--- config.mk ---
export PLATFORM = sky130hd
export DESIGN_NAME = batched_vector_distance_4_unit
export DESIGN_NICKNAME = d
export VERILOG_FILES = /design/src/rtl/bvd_pkg.sv /design/src/rtl/bvd_lane.sv /design/src/rtl/bvd_merge.sv /design/src/rtl/batched_vector_distance_4_unit.sv
export SDC_FILE = /design/constraint.sdc
export NUM_CORES = 2
export LEC_CHECK = 0
export BUFFER_PORTS_ARGS = -buffer_cell sky130_fd_sc_hd__buf_4
export CAP_MARGIN = 40
export CORE_UTILIZATION = 58
export DETAILED_ROUTE_END_ITERATION = 6
export PLACE_DENSITY = 0.88
export SLEW_MARGIN = 20
export SYNTH_ARGS = -nofsm -noshare
export SYNTH_HDL_FRONTEND = slang
export SYNTH_SLANG_ARGS = --single-unit
--- constraint.sdc ---
create_clock -name clk -period 9.9 [get_ports clk]
set_input_delay 0.99 -clock clk [delete_from_list [all_inputs] [get_ports clk]]
set_output_delay 0.99 -clock clk [all_outputs]
set_load 0.01 [all_outputs]
--- src/rtl/bvd_pkg.sv ---
// Shared types and constants for the batched vector distance unit.
// Used by bvd_lane, bvd_merge and batched_vector_distance_4_unit; depends on nothing.
package bvd_pkg;

	// Field widths of the streamed elements and of the results.
	localparam int DIN_W         = 16;
	localparam int MAG_W         = 16;
	localparam int TERM_W        = 32;
	localparam int DIST_W        = 47;
	localparam int CNT_W         = 13;
	localparam int NUM_CAND      = 4;
	localparam int DIM_FIELD_MAX = 8191;

	// Defaults for the top-level parameters.
	localparam int MAX_DIM_DEF = 4096;
	localparam int LANES_DEF   = 4;

	// Metric selected by the configuration register.
	typedef enum logic {
		METRIC_SQ_EUCLID  = 1'b0,
		METRIC_MANHATTAN  = 1'b1
	} metric_t;

	// Per-cycle pipeline control shared by all lanes and the merge stage.
	typedef struct packed {
		logic load;   // an element moves from the input stage into the term stage
		logic acc;    // the term stage element is added into the accumulators
		logic clear;  // that element is the last one: emit and clear
	} lane_ctl_t;

endpackage

--- src/rtl/bvd_lane.sv ---
// One distance lane: difference, metric term and saturating accumulator.
// Depends on bvd_pkg.
module bvd_lane import bvd_pkg::*; (
	input  logic                     clk,
	input  logic                     arst_n,
	input  lane_ctl_t                ctl,
	input  metric_t                  mode_s1,
	input  logic signed [DIN_W-1:0]  query_s1,
	input  logic signed [DIN_W-1:0]  cand_s1,
	output logic [DIST_W-1:0]        sum
);

	logic signed [DIN_W:0]  diff;
	logic [MAG_W-1:0]       mag;
	logic [TERM_W-1:0]      term;
	logic [TERM_W-1:0]      term_s2;
	logic [DIST_W-1:0]      acc_q;
	logic [DIST_W:0]        sum_wide;

	// Exact 17-bit difference and its magnitude, which always fits in 16 bits.
	always_comb begin
		diff = {query_s1[DIN_W-1], query_s1} - {cand_s1[DIN_W-1], cand_s1};
		if (diff[DIN_W]) begin
			mag = MAG_W'(-diff);
		end else begin
			mag = MAG_W'(diff);
		end
		if (mode_s1 == METRIC_MANHATTAN) begin
			term = TERM_W'(mag);
		end else begin
			term = TERM_W'(mag) * TERM_W'(mag);
		end
	end

	// Term register between the multiplier and the accumulator.
	always_ff @(posedge clk) begin
		if (ctl.load) begin
			term_s2 <= term;
		end
	end

	// Saturating sum; the accumulator never exceeds the field maximum.
	always_comb begin
		sum_wide = {1'b0, acc_q} + (DIST_W + 1)'(term_s2);
		if (sum_wide[DIST_W]) begin
			sum = '1;
		end else begin
			sum = sum_wide[DIST_W-1:0];
		end
	end

	// Accumulator, cleared once the last element has been folded in.
	always_ff @(posedge clk or negedge arst_n) begin
		if (!arst_n) begin
			acc_q <= '0;
		end else if (ctl.acc) begin
			acc_q <= ctl.clear ? '0 : sum;
		end
	end

endmodule

--- src/rtl/bvd_merge.sv ---
// Merge stage: element counter and the output register that gathers all lanes.
// Depends on bvd_pkg.
module bvd_merge import bvd_pkg::*; #(
	parameter int MAX_DIM = MAX_DIM_DEF
) (
	input  logic               clk,
	input  logic               arst_n,
	input  lane_ctl_t          ctl,
	input  logic [DIST_W-1:0]  lane_sum [NUM_CAND],
	input  logic               out_ready,
	output logic               out_valid,
	output logic [DIST_W-1:0]  dist_out [NUM_CAND],
	output logic [CNT_W-1:0]   dims_seen
);

	localparam int CntCap = (MAX_DIM < DIM_FIELD_MAX) ? MAX_DIM : DIM_FIELD_MAX;

	logic [CNT_W-1:0] count_q;
	logic [CNT_W-1:0] count_next;
	logic             out_valid_q;
	logic [DIST_W-1:0] dist_q [NUM_CAND];
	logic [CNT_W-1:0] dims_q;

	// Element count including the element being accumulated, saturating.
	always_comb begin
		if (count_q < CNT_W'(CntCap)) begin
			count_next = count_q + CNT_W'(1);
		end else begin
			count_next = count_q;
		end
	end

	always_ff @(posedge clk or negedge arst_n) begin
		if (!arst_n) begin
			count_q <= '0;
		end else if (ctl.acc) begin
			count_q <= ctl.clear ? '0 : count_next;
		end
	end

	// Output valid: set by a last element, dropped when the beat is taken.
	always_ff @(posedge clk or negedge arst_n) begin
		if (!arst_n) begin
			out_valid_q <= 1'b0;
		end else if (ctl.acc && ctl.clear) begin
			out_valid_q <= 1'b1;
		end else if (out_ready) begin
			out_valid_q <= 1'b0;
		end
	end

	// Output payload, loaded with the final sums of every lane.
	always_ff @(posedge clk) begin
		if (ctl.acc && ctl.clear) begin
			dist_q  <= lane_sum;
			dims_q  <= count_next;
		end
	end

	assign out_valid = out_valid_q;
	assign dist_out  = dist_q;
	assign dims_seen = dims_q;

endmodule

--- src/rtl/batched_vector_distance_4_unit.sv ---
// Top level of the four-lane streaming distance unit.
// Depends on bvd_pkg, bvd_lane and bvd_merge.
//
// Usage:
// Input channel (in_valid/in_ready) carries one beat per vector dimension:
// the query element, the matching element of four candidates (signed Q8.8)
// and last_elem marking the final dimension. Configuration channel
// (cfg_valid/cfg_ready, data metric_mode) selects squared Euclidean (0) or
// Manhattan (1); cfg_ready is always high. The user makes writes only while
// idle; the unit does not enforce this. Output channel (out_valid/out_ready)
// carries one beat per vector: four saturated distances and the element
// count. Throughput: one input beat per cycle unless the pipeline stalls,
// set by the accumulator add in each lane. The result of a last beat passes
// the input register, the multiply stage and the accumulate into the output
// register before it is presented.
// Reset clears the accumulators, the count, the metric (to squared
// Euclidean) and all valid flags. When the receiver stalls, the result waits
// in the output register and input beats keep flowing until the next last
// beat reaches the accumulate stage; only then does in_ready drop.
module batched_vector_distance_4_unit import bvd_pkg::*; #(
	parameter int MAX_DIM = MAX_DIM_DEF,
	parameter int LANES   = LANES_DEF
) (
	input  logic                     clk,
	input  logic                     arst_n,
	input  logic                     cfg_valid,
	output logic                     cfg_ready,
	input  logic                     metric_mode,
	input  logic                     in_valid,
	output logic                     in_ready,
	input  logic signed [DIN_W-1:0]  query_elem,
	input  logic signed [DIN_W-1:0]  cand0_elem,
	input  logic signed [DIN_W-1:0]  cand1_elem,
	input  logic signed [DIN_W-1:0]  cand2_elem,
	input  logic signed [DIN_W-1:0]  cand3_elem,
	input  logic                     last_elem,
	output logic                     out_valid,
	input  logic                     out_ready,
	output logic [DIST_W-1:0]        dist0,
	output logic [DIST_W-1:0]        dist1,
	output logic [DIST_W-1:0]        dist2,
	output logic [DIST_W-1:0]        dist3,
	output logic [CNT_W-1:0]         dims_seen
);

	localparam int CntCap = (MAX_DIM < DIM_FIELD_MAX) ? MAX_DIM : DIM_FIELD_MAX;

	metric_t                 mode_q;
	logic                    adv;
	logic                    valid_s1;
	logic                    last_s1;
	metric_t                 mode_s1;
	logic signed [DIN_W-1:0] query_s1;
	logic signed [DIN_W-1:0] cand_s1 [NUM_CAND];
	logic                    valid_s2;
	logic                    last_s2;
	lane_ctl_t               ctl;
	logic [DIST_W-1:0]       lane_sum [NUM_CAND];
	logic [DIST_W-1:0]       dist_vec [NUM_CAND];

	// Metric register.
	assign cfg_ready = 1'b1;

	always_ff @(posedge clk or negedge arst_n) begin
		if (!arst_n) begin
			mode_q <= METRIC_SQ_EUCLID;
		end else if (cfg_valid && cfg_ready) begin
			mode_q <= metric_t'(metric_mode);
		end
	end

	// The pipeline stalls only when a last element would overwrite a result
	// that is still waiting in the output register.
	assign adv      = !(valid_s2 && last_s2 && out_valid && !out_ready);
	assign in_ready = adv;

	always_comb begin
		ctl.load  = adv && valid_s1;
		ctl.acc   = adv && valid_s2;
		ctl.clear = last_s2;
	end

	// Valid flags of the input and term stages.
	always_ff @(posedge clk or negedge arst_n) begin
		if (!arst_n) begin
			valid_s1 <= 1'b0;
			valid_s2 <= 1'b0;
		end else if (adv) begin
			valid_s1 <= in_valid;
			valid_s2 <= valid_s1;
		end
	end

	// Input stage payload.
	always_ff @(posedge clk) begin
		if (adv && in_valid) begin
			query_s1   <= query_elem;
			cand_s1[0] <= cand0_elem;
			cand_s1[1] <= cand1_elem;
			cand_s1[2] <= cand2_elem;
			cand_s1[3] <= cand3_elem;
			last_s1    <= last_elem;
			mode_s1    <= mode_q;
		end
	end

	// Last mark travels alongside the lane term registers.
	always_ff @(posedge clk) begin
		if (ctl.load) begin
			last_s2 <= last_s1;
		end
	end

	// Lanes: active ones accumulate, the rest report zero.
	for (genvar i = 0; i < NUM_CAND; i++) begin : g_lane
		if (i < LANES) begin : g_on
			bvd_lane u_lane (
				.clk      (clk),
				.arst_n   (arst_n),
				.ctl      (ctl),
				.mode_s1  (mode_s1),
				.query_s1 (query_s1),
				.cand_s1  (cand_s1[i]),
				.sum      (lane_sum[i])
			);
		end else begin : g_off
			assign lane_sum[i] = '0;
		end
	end

	// Merge stage with the element counter and output register.
	bvd_merge #(
		.MAX_DIM (MAX_DIM)
	) u_merge (
		.clk       (clk),
		.arst_n    (arst_n),
		.ctl       (ctl),
		.lane_sum  (lane_sum),
		.out_ready (out_ready),
		.out_valid (out_valid),
		.dist_out  (dist_vec),
		.dims_seen (dims_seen)
	);

	assign dist0 = dist_vec[0];
	assign dist1 = dist_vec[1];
	assign dist2 = dist_vec[2];
	assign dist3 = dist_vec[3];

	// A result always counts at least the last element.
	a_dims_nonzero: assert property (@(posedge clk) disable iff (!arst_n)
		out_valid |-> dims_seen != '0)
		else $error("result with zero element count");

	// The element count never passes its cap.
	a_dims_cap: assert property (@(posedge clk) disable iff (!arst_n)
		out_valid |-> dims_seen <= CNT_W'(CntCap))
		else $error("element count above cap");

	// Input is held back only by a waiting result.
	a_stall_cause: assert property (@(posedge clk) disable iff (!arst_n)
		!in_ready |-> out_valid && !out_ready)
		else $error("input stalled without a waiting result");

	// Lane 3, when beyond the configured count, stays at zero.
	a_idle_lane: assert property (@(posedge clk) disable iff (!arst_n)
		out_valid |-> (LANES > 3) || (dist3 == '0))
		else $error("disabled lane reports a distance");

	// A last element in the accumulate stage produces a result next cycle.
	a_emit: assert property (@(posedge clk) disable iff (!arst_n)
		ctl.acc && ctl.clear |=> out_valid)
		else $error("last element did not produce a result");

endmodule

==> run_results.csv <==
group,metric,value,unit
worst_setup_path,worstPathArrival,10.06,ns
clock_tree,clkLatencyLatePin,0.66,ns
cells_and_area,drive_gt1_share,9.93,%
logic_synthesis,yosys_warnings,0,
timing,period_share,96.6,%
clock_tree,cts_tree,"yes",
worst_setup_path,r2r_end,"g_lane[2].g_on.u_lane.term_s2[31]",
timing,setup_tns,0,ns
detailed_routing,wl_per_cell,19.6,um
min_path,worst_hold_path_type,"input pin to asynchronous set/reset pin",
clock_tree,hold_buffers,0,
detailed_routing,viasPerCell,5.85,
worst_setup_path,cp.required,10.40,ns
global_route,grt_max_degree,107,
logic_synthesis,yosysUniqueCellTypes,94,
timing,skew,0.0320,ns
global_route,grt_pass1_vias,48400,
cells_and_area,fin_area,69100,sq um
run_status,status,"finished, violations left",
worst_setup_path,critPathLaunchType,"register",
cells_and_area,mostFrequentLayoutCells,"inv_1 (1112), fa_1 (655), nand2_1 (630)",
die,dieWidth,329,um
clock_tree,numCtsBuffers,69,
place,io_buffers,289,
detailed_routing,drt_iter0_markers,4403,
worst_setup_path,r2r_setup_slack,0.33,ns
detailed_routing,drt_pass1_iterations,7,
timing,maxSlewViolCount,0,
timing,max_freq,0.105,GHz
global_route,grt_pass1_wl,256,mm
global_route,use_met2,46.6,%
clock_tree,clock_path_buffers,3,
logic_synthesis,synth_mux_area_share,0.523,%
cells_and_area,utilization,65.4,%
logic_synthesis,synthSimpleGateAreaFrac,11.8,%
global_route,antenna_found_initial,0,
logic_synthesis,ys_ff_latch,617,
worst_setup_path,r2r_cells,38,
logic_synthesis,yosysSeqAreaShare,28.2,%
logic_synthesis,synth_edf_count,412,
logic_synthesis,syn_area,62000,sq um
timing,tightestPinTransition,0.896,ns
die,num_rows,119,
die,dieArea,108000,sq um
worst_setup_path,cp_top_family,"adder cells",
place,dp_hpwl,127,mm
detailed_routing,drc,56,
timing,report.final.hold_viol_count,0,
worst_setup_path,end_kind,"register",
cells_and_area,final_common_cell,"inv_1",
logic_synthesis,synth_area_per_cell,9.60,sq um
clock_tree,cts-htree-levels,3,
worst_setup_path,path_depth,38,
worst_setup_path,path_class,"register to register",
logic_synthesis,synth_fa_ha_area_share,33.0,%
worst_setup_path,crit_path_max_fanout,7,
logic_synthesis,synth_flop_cell,"edfxtp_1",
logic_synthesis,async_reset_ff_share,33.2,%
run_status,failed_checks,"DRC",
timing,holdWs,0.356,ns
timing,slew_headroom,40.3,%
logic_synthesis,synth_top_family_by_area,"adder cells",
clock_tree,ctsRootBufferMaster,"clkbuf_16",
clock_tree,cts_sinks,617,
die,io-pin-count,291,
global_route,grt_overflow,0,
logic_synthesis,synthXorXnorAreaFrac,5.19,%
detailed_routing,drt_wl_total,161,mm
detailed_routing,drtAntennaViolNets,0,
global_route,track_usage,29.8,%
cells_and_area,syn_to_final_growth,11.5,%
worst_setup_path,worst_path_largest_cell_delay,0.55,ns
die,core_area,106000,sq um
logic_synthesis,synthCells,6452,
worst_setup_path,worstReg2RegStart,"query_s1[0]",
worst_setup_path,path_buf_inv,8,
logic_synthesis,synth_compound_area_share,13.2,%
detailed_routing,vias,48200,
worst_setup_path,crit_top_cell,"fa_1",
cells_and_area,final_nets,8113,
timing,setup_viol,0,
worst_setup_path,crit_end,"g_lane[2].g_on.u_lane.term_s2[31]",
timing,fin_crit,9.57,ns
run,maxCapViolations,0,
worst_setup_path,cp_slowest_cell,"fa_1",
global_route,use_met3,5.66,%
global_route,busiest_layer,"met2",
place,gp_congestion,0.949,
global_route,grtUsageMet1,41.9,%
worst_setup_path,startpoint,"query_s1[0]",
die,initial_core_util,58.7,%
clock_tree,clk_pin_slew,0.06,ns
place,placed_cell_area,66400,sq um
die,die_y,329,um
logic_synthesis,syn_nets,7779,
-- layout make-up --
type | instances | area [sq um]
Fill cell | 8046 | 36500
Antenna cell | 1 | 2.50
Multi-Input combinational cell | 4510 | 39700
Timing Repair Buffer | 437 | 3470
Clock buffer | 96 | 2030
Sequential cell | 617 | 17500
Tap cell | 1391 | 1740
Inverter | 1151 | 4340
Clock inverter | 29 | 274
-- registers in the layout, summed over array words and instances, names as in the netlist, 13 cells and up --
signal and count:
g_lane.g_on.u_lane.acc_q 188, u_merge.dist_out 188, g_lane.g_on.u_lane.term_s2 128, cand_s1 64, query_s1 16, u_merge.count_q 13
u_merge.dims_seen 13
-- Yosys cell counts, drive strengths merged (15+ instances only) --
master,number,area share (%)
edfxtp,412,20
nand2,631,3.8
clkinv,15,0.091
dfrtp,205,8.3
a21oi,315,2.5
o21bai,33,0.40
nor2,511,3.1
a22o,148,2.1
o21a,59,0.71
nand4,34,0.34
a21o,146,1.8
and2,37,0.37
o211ai,17,0.21
o31ai,29,0.37
inv,1136,6.9
xnor2,219,3.1
xor2,144,2.0
nor3,85,0.69
a21boi,16,0.19
or2,22,0.22
fa,656,21
nand2b,70,0.71
or3,26,0.26
mux2,19,0.35
nor2b,44,0.46
a211oi,25,0.30
nand3,86,0.69
ha,584,12
a31oi,40,0.40
clkbuf,164,1.0
and3,51,0.51
o21ai,264,2.1
-- layer usage --
| layer | vias up | wire length, um |
|---|---|---|
| met5 | - | 0 |
| met4 | 0 | 4810 |
| met3 | 350 | 15500 |
| met2 | 2284 | 73200 |
| met1 | 23400 | 68000 |
| li1 | 22100 | - |
-- worst min-delay path by stage --
stage	startpoint	to	slack [ns]	cells after the start
after CTS	arst_n	g_lane[0].g_on.u_lane.acc_q[44]	0.36	1
after global routing	arst_n	g_lane[0].g_on.u_lane.acc_q[30]	0.40	1
after floorplan	last_s1	last_s2	0.40	0
final	arst_n	g_lane[0].g_on.u_lane.acc_q[43]	0.36	1
after detailed placement	last_s1	last_s2	0.44	0
after global placement	last_s1	last_s2	0.42	0
-- timing repair --
item,4_1_cts,5_1_grt
gates resized for setup,1,55
setup buffers,0,13
setup endpoints to repair,1,29
pin swaps,0,9
-- stage by stage --
| step | std cells | setup WS [ns] |
|---|---|---|
| 2_1_floorplan | 6452 | 0.474 |
| 6_report | 8232 | 0.335 |
| 5_1_grt | 8231 | -0.102 |
| 4_1_cts | 8212 | 0.000132 |
| 3_3_place_gp | 8077 | 0.295 |
| 3_5_place_dp | 8087 | 0.0196 |
-- logic make-up after synthesis --
| kind of cell | Yosys count |
|---|---|
| muxes | 30 |
| other | 1 |
| adders and majority gates | 1240 |
| xor gates and xnor gates | 364 |
| and+or+nand+nor | 1646 |
| DFF | 617 |
| buffers and inverters | 1325 |
| AOI/OAI and AO/OA | 1229 |
Power is left out: the tool's default activity adds up to more than one toggle a clock period on the data nets, which glitch-free logic cannot reach.
